===== config.mk =====
export PLATFORM = sky130hd
export DESIGN_NAME = rabs_cmd_queue
export DESIGN_NICKNAME = d
export VERILOG_FILES = /design/src/rabs_pkg.sv /design/src/rabs_cmd_queue.sv
export SDC_FILE = /design/constraint.sdc
export NUM_CORES = 1
export LEC_CHECK = 0
export ABC_AREA = 1
export BUFFER_PORTS_ARGS = -buffer_cell sky130_fd_sc_hd__buf_2
export CAP_MARGIN = 10
export CORE_MARGIN = 2
export CORE_UTILIZATION = 50
export CTS_CLUSTER_SIZE = 16
export DETAILED_ROUTE_END_ITERATION = 12
export GPL_TIMING_DRIVEN = 0
export PLACE_DENSITY = 0.76
export SLEW_MARGIN = 10
export SYNTH_ARGS = -nofsm -noshare
export SYNTH_HDL_FRONTEND = slang
export SYNTH_SLANG_ARGS = --single-unit

===== constraint.sdc =====
create_clock -name clk -period 3.6 [get_ports clk]
set_input_delay 0.36 -clock clk [delete_from_list [all_inputs] [get_ports clk]]
set_output_delay 0.36 -clock clk [all_outputs]
set_load 0.01 [all_outputs]

===== src/rabs_pkg.sv =====
`timescale 1ns / 1ps
// Shared types and constants for the running-average background subtractor.
// No dependencies; every other file except rabs_ram imports this package.
package rabs_pkg;

  // Frame geometry and store layout
  localparam int FRAME_PIXELS = 65536;
  localparam int ADDR_W       = (FRAME_PIXELS > 1) ? $clog2(FRAME_PIXELS) : 1;
  localparam int IDX_W        = 16;
  localparam int RANGE_W      = 23;
  localparam int PIX_W        = 8;
  localparam int NUM_CH       = 3;
  localparam int ENTRY_W      = PIX_W * NUM_CH;

  // Blend arithmetic, alpha in Q1.8
  localparam int BLEND_W   = 9;
  localparam int BSUM_W    = 17;
  localparam logic [BLEND_W-1:0] BLEND_ONE  = 9'd256;
  localparam logic [BSUM_W-1:0]  BLEND_HALF = 17'd128;
  localparam logic [PIX_W-1:0]   PIX_MAX    = 8'd255;

  // BT.601 luma weights in Q14
  localparam int GSUM_W    = 22;
  localparam int GRAY_FRAC = 14;
  localparam logic [13:0]       GRAY_WB    = 14'd1868;
  localparam logic [13:0]       GRAY_WG    = 14'd9617;
  localparam logic [13:0]       GRAY_WR    = 14'd4899;
  localparam logic [GSUM_W-1:0] GRAY_ROUND = 22'd8192;

  // Queues between and behind the two halves
  localparam int CMD_Q_DEPTH = 2;
  localparam int CMD_Q_PTR_W = 1;
  localparam int CMD_Q_CNT_W = 2;
  localparam int OUT_Q_DEPTH = 4;
  localparam int OUT_Q_PTR_W = 2;
  localparam int OUT_Q_CNT_W = 3;

  // Configuration register map
  localparam int CFG_IDX_W  = 2;
  localparam int CFG_DATA_W = 9;
  typedef enum logic [CFG_IDX_W-1:0] {
    CFG_THRESHOLD  = 2'd0,
    CFG_BLEND_RATE = 2'd1,
    CFG_SELECTIVE  = 2'd2,
    CFG_COLOR_MODE = 2'd3
  } cfg_idx_t;

  typedef enum logic {
    OP_LOAD     = 1'b0,
    OP_SUBTRACT = 1'b1
  } op_t;

  typedef struct packed {
    logic [PIX_W-1:0]   threshold;
    logic [BLEND_W-1:0] blend_rate;
    logic               selective;
    logic               color_mode;
  } cfg_t;

  // One classified request handed from front to back
  typedef struct packed {
    op_t                op;
    logic               in_range;
    logic               color;
    logic [ADDR_W-1:0]  addr;
    logic [ENTRY_W-1:0] pix;
  } cmd_t;

endpackage


===== src/rabs_cmd_queue.sv =====
`timescale 1ns / 1ps
// Short FIFO of classified requests between the front and back halves.
// Depends on rabs_pkg.
module rabs_cmd_queue (
  input  logic           clk,
  input  logic           rst,
  input  rabs_pkg::cmd_t push_cmd,
  input  logic           push_valid,
  output logic           push_ready,
  output rabs_pkg::cmd_t pop_cmd,
  output logic           pop_valid,
  input  logic           pop_ready
);
  import rabs_pkg::*;

  cmd_t                   entries [CMD_Q_DEPTH];
  logic [CMD_Q_PTR_W-1:0] wr_ptr;
  logic [CMD_Q_PTR_W-1:0] rd_ptr;
  logic [CMD_Q_CNT_W-1:0] count;
  logic                   push;
  logic                   pop;

  assign push_ready = count != CMD_Q_CNT_W'(CMD_Q_DEPTH);
  assign pop_valid  = count != '0;
  assign push       = push_valid && push_ready;
  assign pop        = pop_valid && pop_ready;
  assign pop_cmd    = entries[rd_ptr];

  // Pointers and fill count
  always_ff @(posedge clk) begin
    if (rst) begin
      wr_ptr <= '0;
      rd_ptr <= '0;
      count  <= '0;
    end else begin
      if (push) begin
        wr_ptr <= wr_ptr + 1'b1;
      end
      if (pop) begin
        rd_ptr <= rd_ptr + 1'b1;
      end
      if (push && !pop) begin
        count <= count + 1'b1;
      end else if (pop && !push) begin
        count <= count - 1'b1;
      end
    end
  end

  // Storage
  always_ff @(posedge clk) begin
    if (push) begin
      entries[wr_ptr] <= push_cmd;
    end
  end

endmodule


; Word-level counts from Yosys, hierarchy flattened
; Memory sizes are Yosys's and may differ from the RTL's. A register that Yosys moved wholly into a read port is not among the register bits.
; Cells that the tools add are included.
[word_totals]
memories = 1
ramBits = 86
ff_bits = 4
[memory_table]
columns = memory, words, word_bits, read_ports, rd_ports_with_merged_regs, wr, line
row1 = entries, 2, 43, 1, 1, 1, rabs_cmd_queue.sv:16  ; cmd_t entries [CMD_Q_DEPTH];
[classes]
mux = 6
n_reduce_logical = 8
n_eq_ne = 1
addsub = 4
[op_table]
columns = cell, n
row1 = $logic_and 1x1->1, 4
row2 = $mux 1, 4
row3 = $mux 2, 2
row4 = $reduce_bool 2->1, 2
row5 = $add 1x1->1 const B, 2
row6 = $add 2x1->2 const B, 1
row7 = $logic_not 1->1, 2
row8 = $ne 2x2->1 const B, 1
row9 = $sub 2x1->2 const B, 1

; Depth between registers and ports, before layout
; Gate-level depths: netlist (run 1).
[logic_depth]
ltp_word = 6
mapped_depth = 11
depth_no_buf = 11

; Worst setup path before layout (run 1)
; Ideal clock, no wire load.
[synth_path]
path_type = reg-to-reg
start = register count[0]
end = memory entries[0][0] in the netlist's numbering, enable pin
setup_time_ps = 443
path_stages_with_launch = 5
required_ps = 3157
setup_slack_ps = 737
synth_period_minus_slack_ps = 2863
n_path_buf = 0
arrival_time_ps = 2420
cell_sequence = dfxtp_1 > inv_1 > nand2_1 > nand2_1 > nor2_1
[synth_between]
elab_chain_len = 4
[synth_lines]
columns = element, line
row1 = start: declaration, rabs_cmd_queue.sv:19  ; logic [CMD_Q_CNT_W-1:0] count;
row2 = start signal: assignment, rabs_cmd_queue.sv:43  ; count <= count + 1'b1;
row3 = start signal: assignment, rabs_cmd_queue.sv:45  ; count <= count - 1'b1;
row4 = $ne 2x2->1, rabs_cmd_queue.sv:23  ; assign push_ready = count != CMD_Q_CNT_W'(CMD_Q_DEPTH);
row5 = net push_ready, rabs_cmd_queue.sv:9  ; output logic push_ready,
row6 = $logic_and 1x1->1, rabs_cmd_queue.sv:25  ; assign push = push_valid && push_ready;
row7 = $mux 1, rabs_cmd_queue.sv:52  ; if (push) begin
row8 = $mux 1 (not written as such), rabs_cmd_queue.sv:53  ; entries[wr_ptr] <= push_cmd;
row9 = end: declaration, rabs_cmd_queue.sv:16
; The timed path passes the listed nets, and every way through them passes these cells.

==> tab_implementation.tex, run 1 <==
\begin{tabular}{lr}
\hline
Metric & Value \\
\hline
\multicolumn{2}{l}{\textbf{Run status}} \\
\quad Status & finished, final reports clean \\
\multicolumn{2}{l}{\textbf{Global route}} \\
\quad Total congestion overflow after global routing & 0 \\
\quad Largest net degree at the start of global routing & 26 \\
\quad Met3 global-route usage & under 10\% \\
\quad Met2 Resource Use GR & between 20\% and 30\% \\
\quad Total global-route track usage & 15.6\% \\
\quad GR Util met1 & 18.4\% \\
\quad Vias in the first global route & 1817 \\
\quad First-pass GRT wire length & around 8.6 mm \\
\quad GR peak layer & met2 \\
\quad Initial antenna violation count & 0 \\
\multicolumn{2}{l}{\textbf{Clocking}} \\
\quad TritonCTS Buffers & 9 \\
\quad CTS H-tree lvls & 3 \\
\quad Number of gates resized after cts & 0 \\
\quad Clk sinks & 91 \\
\quad Clk\_lat worst skew & approximately 0.36 ns \\
\quad Clock transition at the register clock pins on the worst setup and hold paths after CTS & 0.10 ns \\
\quad Clock tree from TritonCTS & yes \\
\quad Post-CTS setup buffers & 0 \\
\quad Buffer type at the clock tree root & clkbuf\_8 \\
\quad Hold-fix buffers, CTS & 0 \\
\quad Clock Path Buffers & 2 \\
\multicolumn{2}{l}{\textbf{Routing}} \\
\quad First-pass iteration count of the detailed router & 4 \\
\quad Post-route DRC & 0 \\
\quad Initial DRC Count & 81 \\
\quad Routed via count divided by cell count & between 4 and 5 \\
\quad Wire length after detailed routing & 5.88 mm \\
\quad Average wire length per cell after detail routing & roughly 16 um \\
\quad Total via count after detailed routing & 1794 \\
\quad Detail Route Antenna Nets & 0 \\
\multicolumn{2}{l}{\textbf{Min path}} \\
\quad Hold Path Stages & 1 \\
\quad Min-Delay Startpoint & push\_cmd[2] \\
\quad Worst hold-check path type & in -> reg \\
\quad Min-Delay Endpoint & entries[0][2] \\
\multicolumn{2}{l}{\textbf{Floorplanning}} \\
\quad Die ar. & 7780 sq um \\
\quad Initial Util & 51.9\% \\
\quad Std-Cell Rows & 30 \\
\quad Die height & just under 90 um \\
\quad Boundary pin count & 92 \\
\quad Width of the chip & 88.2 um \\
\quad Core Region & 6830 sq um \\
\multicolumn{2}{l}{\textbf{Finish}} \\
\quad Design Area, Final & 4380 sq um \\
\quad Number of antenna cells inserted & 0 \\
\quad Count of non-filler cells in the finished layout & 376 \\
\quad Ratio of cells with drive above 1 in the final layout & 56.8\% \\
\quad Utilization after layout & about 64\% \\
\quad Number of nets in the final layout & roughly 320 \\
\quad Growth of design area from synthesis to finish & 23.4\% \\
\multicolumn{2}{l}{\textbf{Synthesis}} \\
\quad Most used standard cell by instance count after synthesis & edfxtp\_1 \\
\quad Mean instance size in the synthesized netlist & just over 20 sq um \\
\quad Proportion of synthesized flip-flops having asynchronous set or reset & 0\% \\
\quad Synth top cells by count & edfxtp\_1 (86), mux2\_4 (40), nand2\_1 (9), inv\_1 (8), nor2\_1 (7) \\
\quad Area contributors post-synth & edfxtp\_1 (73\%), mux2\_4 (17\%), dfxtp\_1 (2.8\%) \\
\quad Portion of the post-synthesis area used by sequential elements & 75.6\% \\
\quad Yosys warns & 0 \\
\quad Gate count after technology mapping & 171 \\
\quad Netlist area before placement & between 3000 and 4000 sq um \\
\quad Number of distinct library cell variants in the gate-level netlist after synthesis & 14 \\
\quad Post-synth top area share & 72.8\% \\
\quad Post-synth EDFFs & 86 \\
\quad Library cell with the largest summed area after synthesis & edfxtp\_1 \\
\quad Net count of the mapped netlist & 219 \\
\quad Flip-flop and latch count after synthesis & 91 \\
\quad Dominant synthesized flop cell & edfxtp\_1 \\
\multicolumn{2}{l}{\textbf{Critical path}} \\
\quad Worst reg-to-reg setup slack & 1.82 ns \\
\quad Required arrival time at the worst endpoint & 3.24 ns \\
\quad Source of the worst register-to-register timing path & count[0] \\
\quad Largest fanout of any net on the critical path & 10 \\
\quad Endpoint kind of the worst setup timing path & output port \\
\quad Kind of critical path & reg -> out \\
\quad Critical path's slowest cell & dfxtp\_1 \\
\quad End of the worst register-to-register path & entries[1][39] \\
\quad Max incr delay on CP & 0.33 ns \\
\quad CP Cell Sequence & buf\_6, buf\_12, mux2\_4, buf\_2 \\
\quad Cell count of the worst reg-to-reg path & 5 \\
\quad Startpoint type of the worst setup path & flop \\
\quad Data arrival time of the critical path & 1.47 ns \\
\multicolumn{2}{l}{\textbf{Placement}} \\
\quad Cell area after placement & 4180 sq um \\
\quad Port buffer count & 91 \\
\quad Final weighted congestion in routability-driven placement & 0.689 \\
\quad Placed Instances & between 300 and 400 \\
\quad Detailed-placement wirelength estimate & 3.95 mm \\
\multicolumn{2}{l}{\textbf{STA}} \\
\quad Worst slew margin relative to its limit & 58.1\% \\
\quad Min cycle time layout & 1.83 ns \\
\quad Slew of the pin with the lowest slew margin & 0.627 ns \\
\quad Final clock skew & about 0.012 ns \\
\quad Accumulated negative setup slack & 0 ns \\
\quad Fraction of the cycle the final worst path needs & 50.8\% \\
\quad Highest clock rate & roughly 550 MHz \\
\quad RSZ-0062 raised after global routing & no \\
\quad Final hold violation count & 0 \\
\quad Max Slew Vio Count & 0 \\
\quad Number of setup violations in the final report & 0 \\
\multicolumn{2}{l}{\textbf{Power and ir drop}} \\
\quad Total power consumption of the routed design & 2.91 mW \\
\quad P\_leak & 1.75 nW \\
\quad Worst IR Drop VDD & approximately 0.00036 V \\
\quad Power density cells & 664 nW/um\^{}2 \\
\multicolumn{2}{l}{\textbf{Job}} \\
\quad Max capacitance violation total & 0 \\
\hline
\end{tabular}
metal layers:
metal / wire, um / up-vias / share of wire, %
li1: - / 856 / -
met1: 2450 / 869 / 42
met2: 2970 / 54 / 51
met3: 274 / 15 / 4.7
met4: 184 / 0 / 3.1
met5: 0 / - / 0
logic make-up after synthesis:
group / synth area share, %
compound gates: 0.564
fa+ha+maj: 0.353
buf+inv: 3.42
flops: 75.6
mux: 17.9
simple gates: 2.15
sequential cells by signal, summed over array words and instances, names as in the netlist, named ones only:
| name | flops |
|---|---|
| entries | 86 |
| wr_ptr | 1 |
| count | 2 |
| rd_ptr | 1 |
worst max-delay path: cells and delay by family (launching register included):
family / cells / cell delay (ns)
flip-flops: 1 / 0.33
multiplexers: 1 / 0.31
buffers and inverters: 3 / 0.47
worst max path at each step:
| stage | startpoint | cells past startpoint | to | slack [ns] |
|---|---|---|---|---|
| 6_report | flop | 4 | pop_cmd[34] | 1.77 |
| 5_1_grt | count[0] | 5 | entries[1][27] | 1.67 |
| 4_1_cts | flop | 4 | pop_cmd[34] | 1.74 |
| 3_5_place_dp | count[0] | 5 | entries[1][29] | 1.79 |
| 3_3_place_gp | count[0] | 4 | entries[1][25] | -0.26 |
| 2_1_floorplan | count[0] | 4 | entries[0][0] | 0.74 |
layout make-up:
type	instances	area (sq um)
clock inverter	7	76.3
clock buffer	9	124
tap	96	120
timing repair buffer	93	495
buffer	5	91.3
inverter	8	30.0
fill	517	2450
multi-input combinational	67	758
sequential	91	2680
report_power, final:
part | switching, mW | leakage, nW | internal, mW | total [mW]
Sequential | 0.0424 | 0.843 | 1.34 | 1.38
Clock | 0.365 | 0.0958 | 0.324 | 0.689
Combinational | 0.409 | 0.806 | 0.431 | 0.840
Total | 0.816 | 1.75 | 2.09 | 2.91
cell usage in the layout (no fill, tap or decap), drive strengths merged, types with 3 or more instances in the layout:
master,instances
buf,98
edfxtp,86
mux2,43
nand2,9
clkbuf,9
inv,9
nor2,7
dfxtp,5
clkinv,3
stage by stage:
| step | setup slack, ns | hold slack, ns |
|---|---|---|
| after CTS | 1.74 | 0.163 |
| after floorplan | 0.737 | 0.459 |
| after global routing | 1.67 | 0.158 |
| after global placement | -0.257 | 0.482 |
| after detailed placement | 1.79 | 0.501 |
| final | 1.77 | 0.180 |
Power figures use the tool's default switching activity.
==> run 2: changes to the inputs <==
Settings changed: ABC_AREA 1 to 0, CORE_UTILIZATION 50 to 46, PLACE_DENSITY 0.76 to 0.74.
Clock period 3.6 ns to 1.5 ns, I/O delays scaled along.
==> run 2 against run 1 <==
Combinational power increased to 3.6 times the previous value; cell area increased by 18%; first-iteration DRC count decreased by 11%; synthesized area decreased by 6.3%; clock power increased by 110%; sequential share of layout area decreased by 9.3 points; the run now ends with setup timing left; hold slack improved by 0.011 ns; final cell count increased by 13%; critical endpoint is now pop_cmd[40]; sequential power increased by 140%.
==> tab_implementation.tex, run 2 <==
\begin{tabular}{lr}
\hline
Metric & Value \\
\hline
\multicolumn{2}{l}{\textbf{Synthesis}} \\
\quad Netlist area before placement & 3320 sq um \\
\quad Dominant synthesized flop cell & edfxtp\_1 \\
\quad Share of the synthesized netlist area taken by xor and xnor gates & 0.790\% \\
\quad Proportion of synthesized flip-flops having asynchronous set or reset & 0\% \\
\quad Mux contribution to synthesized area & about 15\% \\
\quad Post-synth top area share & 77.7\% \\
\quad Number of distinct library cell variants in the gate-level netlist after synthesis & 18 \\
\quad Share of synthesized cell area in and, or, nand and nor gates & 1.51\% \\
\quad Mean instance size in the synthesized netlist & 21.0 sq um \\
\quad Most used standard cell by instance count after synthesis & edfxtp\_1 \\
\quad Portion of the post-synthesis area used by sequential elements & 80.7\% \\
\quad Dominant combinational cell family by area after synthesis & multiplexers \\
\quad Net count of the mapped netlist & 206 \\
\quad Synthesized-area fraction occupied by adder cells & 0.376\% \\
\quad Post-synth EDFFs & between 80 and 90 \\
\quad Library cell with the largest summed area after synthesis & edfxtp\_1 \\
\quad Synth top cells by count & edfxtp\_1 (86), mux2\_2 (43), dfxtp\_1 (5), buf\_4 (4) \\
\quad Yosys warns & 0 \\
\quad Area contributors post-synth & edfxtp\_1 (78\%), mux2\_2 (15\%), dfxtp\_1 (3.0\%) \\
\quad Flip-flop and latch count after synthesis & 91 \\
\quad Gate count after technology mapping & around 160 \\
\quad Compound-cell area share of the yosys netlist & less than 1\% \\
\multicolumn{2}{l}{\textbf{Routing}} \\
\quad Total via count after detailed routing & 2027 \\
\quad Routed via count divided by cell count & 4.77 \\
\quad Initial DRC Count & 72 \\
\quad Wire length after detailed routing & roughly 7.3 mm \\
\quad Average wire length per cell after detail routing & $\sim$17 um \\
\quad First-pass iteration count of the detailed router & 4 \\
\quad Post-route DRC & 0 \\
\quad Detail Route Antenna Nets & 0 \\
\multicolumn{2}{l}{\textbf{Placement}} \\
\quad Detailed-placement wirelength estimate & between 3 and 4 mm \\
\quad Port buffer count & 91 \\
\quad Final weighted congestion in routability-driven placement & around 0.71 \\
\quad Placed Instances & approximately 350 \\
\multicolumn{2}{l}{\textbf{Floorplanning}} \\
\quad Width of the chip & between 80 and 90 um \\
\quad Core Region & 6910 sq um \\
\quad Die ar. & approximately 8000 sq um \\
\quad Die height & 89.0 um \\
\quad Std-Cell Rows & 30 \\
\quad Boundary pin count & just over 90 \\
\quad Initial Util & approximately half \\
\multicolumn{2}{l}{\textbf{STA}} \\
\quad Number of setup violations in the final report & 41 \\
\quad Final hold violation count & 0 \\
\quad Slew of the pin with the lowest slew margin & $\sim$0.35 ns \\
\quad Worst slew margin relative to its limit & 77.0\% \\
\quad Max Slew Vio Count & 0 \\
\quad Minimum setup slack in the final design & -0.107 ns \\
\quad Highest clock rate & 622 MHz \\
\quad Worst hold slack after final layout & 0.190 ns \\
\quad Fraction of the cycle the final worst path needs & 107\% \\
\quad Min cycle time layout & 1.61 ns \\
\quad RSZ-0062 raised after global routing & yes \\
\quad Accumulated negative setup slack & -2.31 ns \\
\quad Final clock skew & $\sim$0.0092 ns \\
\multicolumn{2}{l}{\textbf{Global route}} \\
\quad First-pass GRT wire length & 9.92 mm \\
\quad Total congestion overflow after global routing & 0 \\
\quad Largest net degree at the start of global routing & 23 \\
\quad Initial antenna violation count & 0 \\
\quad GR peak layer & met2 \\
\quad Total global-route track usage & 17.7\% \\
\quad Met2 Resource Use GR & 31.0\% \\
\quad GR Util met1 & 21.2\% \\
\quad Vias in the first global route & 2045 \\
\quad Met3 global-route usage & 4.34\% \\
\multicolumn{2}{l}{\textbf{Finish}} \\
\quad Register bank with the most flops & entries \\
\quad Growth of design area from synthesis to finish & 55.7\% \\
\quad Number of nets in the final layout & $\sim$370 \\
\quad Number of flip-flops in the largest register & 86 \\
\quad Count of non-filler cells in the finished layout & $\sim$430 \\
\quad Commonest non-fill, non-tap cells in the layout & edfxtp\_1 (86), buf\_2 (52), dlygate4sd3\_1 (44) \\
\quad Largest registers & entries x86, count x2 \\
\quad Filler cell count & approximately 430 \\
\quad Ratio of cells with drive above 1 in the final layout & 55.9\% \\
\quad Utilization after layout & 74.9\% \\
\quad Leading cell type in the layout, fill and taps excluded & edfxtp\_1 \\
\quad Number of antenna cells inserted & 0 \\
\multicolumn{2}{l}{\textbf{Critical path}} \\
\quad Data arrival time of the critical path & 1.46 ns \\
\quad Endpoint kind of the worst setup timing path & output port \\
\quad Largest fanout of any net on the critical path & 10 \\
\quad Critical path buffers and inverters & 3 \\
\quad Kind of critical path & reg -> out \\
\quad Max incr delay on CP & 0.34 ns \\
\quad CP Cell Sequence & buf\_12, buf\_12, mux2\_2, buf\_2 \\
\quad Critical path depth & 4 \\
\quad End of the worst register-to-register path & count[1] \\
\quad Source of the worst register-to-register timing path & count[0] \\
\quad Worst reg-to-reg setup slack & $\sim$0.020 ns \\
\quad Category of cells accounting for the largest share of critical-path delay & buffers and inverters \\
\quad Cell type with the highest occurrence count on the critical path & buf\_12 \\
\quad Required arrival time at the worst endpoint & 1.35 ns \\
\quad Startpoint type of the worst setup path & flop \\
\quad Critical path's slowest cell & dfxtp\_2 \\
\quad Cell count of the worst reg-to-reg path & 6 \\
\multicolumn{2}{l}{\textbf{Clocking}} \\
\quad CTS H-tree lvls & 3 \\
\quad Clock tree from TritonCTS & yes \\
\quad TritonCTS Buffers & 9 \\
\quad Clk\_lat worst skew & 0.35 ns \\
\quad Clk sinks & between 90 and 100 \\
\quad Clock Path Buffers & 2 \\
\quad Clock transition at the register clock pins on the worst setup and hold paths after CTS & roughly 0.08 ns \\
\quad Buffer type at the clock tree root & clkbuf\_8 \\
\multicolumn{2}{l}{\textbf{Power and ir drop}} \\
\quad P\_leak & 2.03 nW \\
\quad Worst IR Drop VDD & between 0.0007 and 0.0008 V \\
\quad Power density cells & between 1000 and 1500 nW/um\^{}2 \\
\quad Total power consumption of the routed design & slightly below 8 mW \\
\multicolumn{2}{l}{\textbf{Min path}} \\
\quad Min-Delay Startpoint & push\_valid \\
\quad Min-Delay Endpoint & wr\_ptr \\
\quad Worst hold-check path type & in -> reg \\
\quad Hold Path Stages & 3 \\
\multicolumn{2}{l}{\textbf{Run status}} \\
\quad Violations in the final reports & setup timing \\
\quad Status & finished with violations \\
\multicolumn{2}{l}{\textbf{Job}} \\
\quad Max capacitance violation total & 0 \\
\hline
\end{tabular}
==> run 2: routing by layer <==
metal / vias up / routed length, um / share of wire [%]
met4: 0 / 80 / 1.1
met1: 1006 / 2950 / 40
met3: 6 / 311 / 4.3
li1: 955 / - / -
met2: 60 / 3960 / 54
met5: - / 0 / 0
==> run 2: worst max path at each step <==
stage | startpoint | endpoint | slack (ns)
2_1_floorplan | count[0] | entries[0][0] | -0.14
3_3_place_gp | count[1] | entries[0][7] | -0.53
3_5_place_dp | count[1] | entries[0][17] | -0.58
4_1_cts | flop | pop_cmd[8] | -0.13
5_1_grt | flop | pop_cmd[0] | -0.15
6_report | flop | pop_cmd[40] | -0.11
==> run 2: kinds of logic after synthesis <==
logic type      count (synthesis)
fa+ha+maj                       1
compound gates                  5
flops                          91
simple gates                    9
buf+inv                         6
mux                            43
xor+xnor                        3
==> run 2: tightest hold or removal path: cells and delay by family <==
family | cells | cell delay [ns]
AOI/OAI and AO/OA | 2 | 0.19
buffers and inverters | 1 | 0.15
==> run 2: final cells by class <==
class | count | area [sq um] | area share, %
timing repair inverter | 3 | 22.5 | 0.435
sequential | 91 | 2690 | 52.0
tap | 96 | 120 | 2.32
timing repair buffer | 151 | 1290 | 25.0
multi-input combinational | 62 | 777 | 15.0
inverter | 1 | 7.51 | 0.145
clock buffer | 10 | 128 | 2.47
buffer | 5 | 95.1 | 1.84
clock inverter | 6 | 42.5 | 0.822
==> run 2: power by group <==
part,switching (mW),leakage (nW),internal [mW]
clock network,0.834,0.0839,0.603
logic,1.19,1.10,1.81
registers,0.125,0.846,3.18
total,2.15,2.03,5.60
==> run 2: per-stage QoR <==
step | area (sq um) | setup WS, ns
2_1_floorplan | 3340 | -0.142
3_3_place_gp | 3910 | -0.526
3_5_place_dp | 3910 | -0.578
4_1_cts | 4820 | -0.132
5_1_grt | 5170 | -0.150
6_report | 5170 | -0.107
==> run 2: repair_timing <==
item / CTS / global route
hold endpoints to repair: 89 / 0
pin swaps: 3 / 1
hold buffers: 44 / 0
resized for setup: 39 / 63
gates cloned: 4 / 1
buffers inserted: 14 / 2
endpoints found under the setup margin: 130 / 70
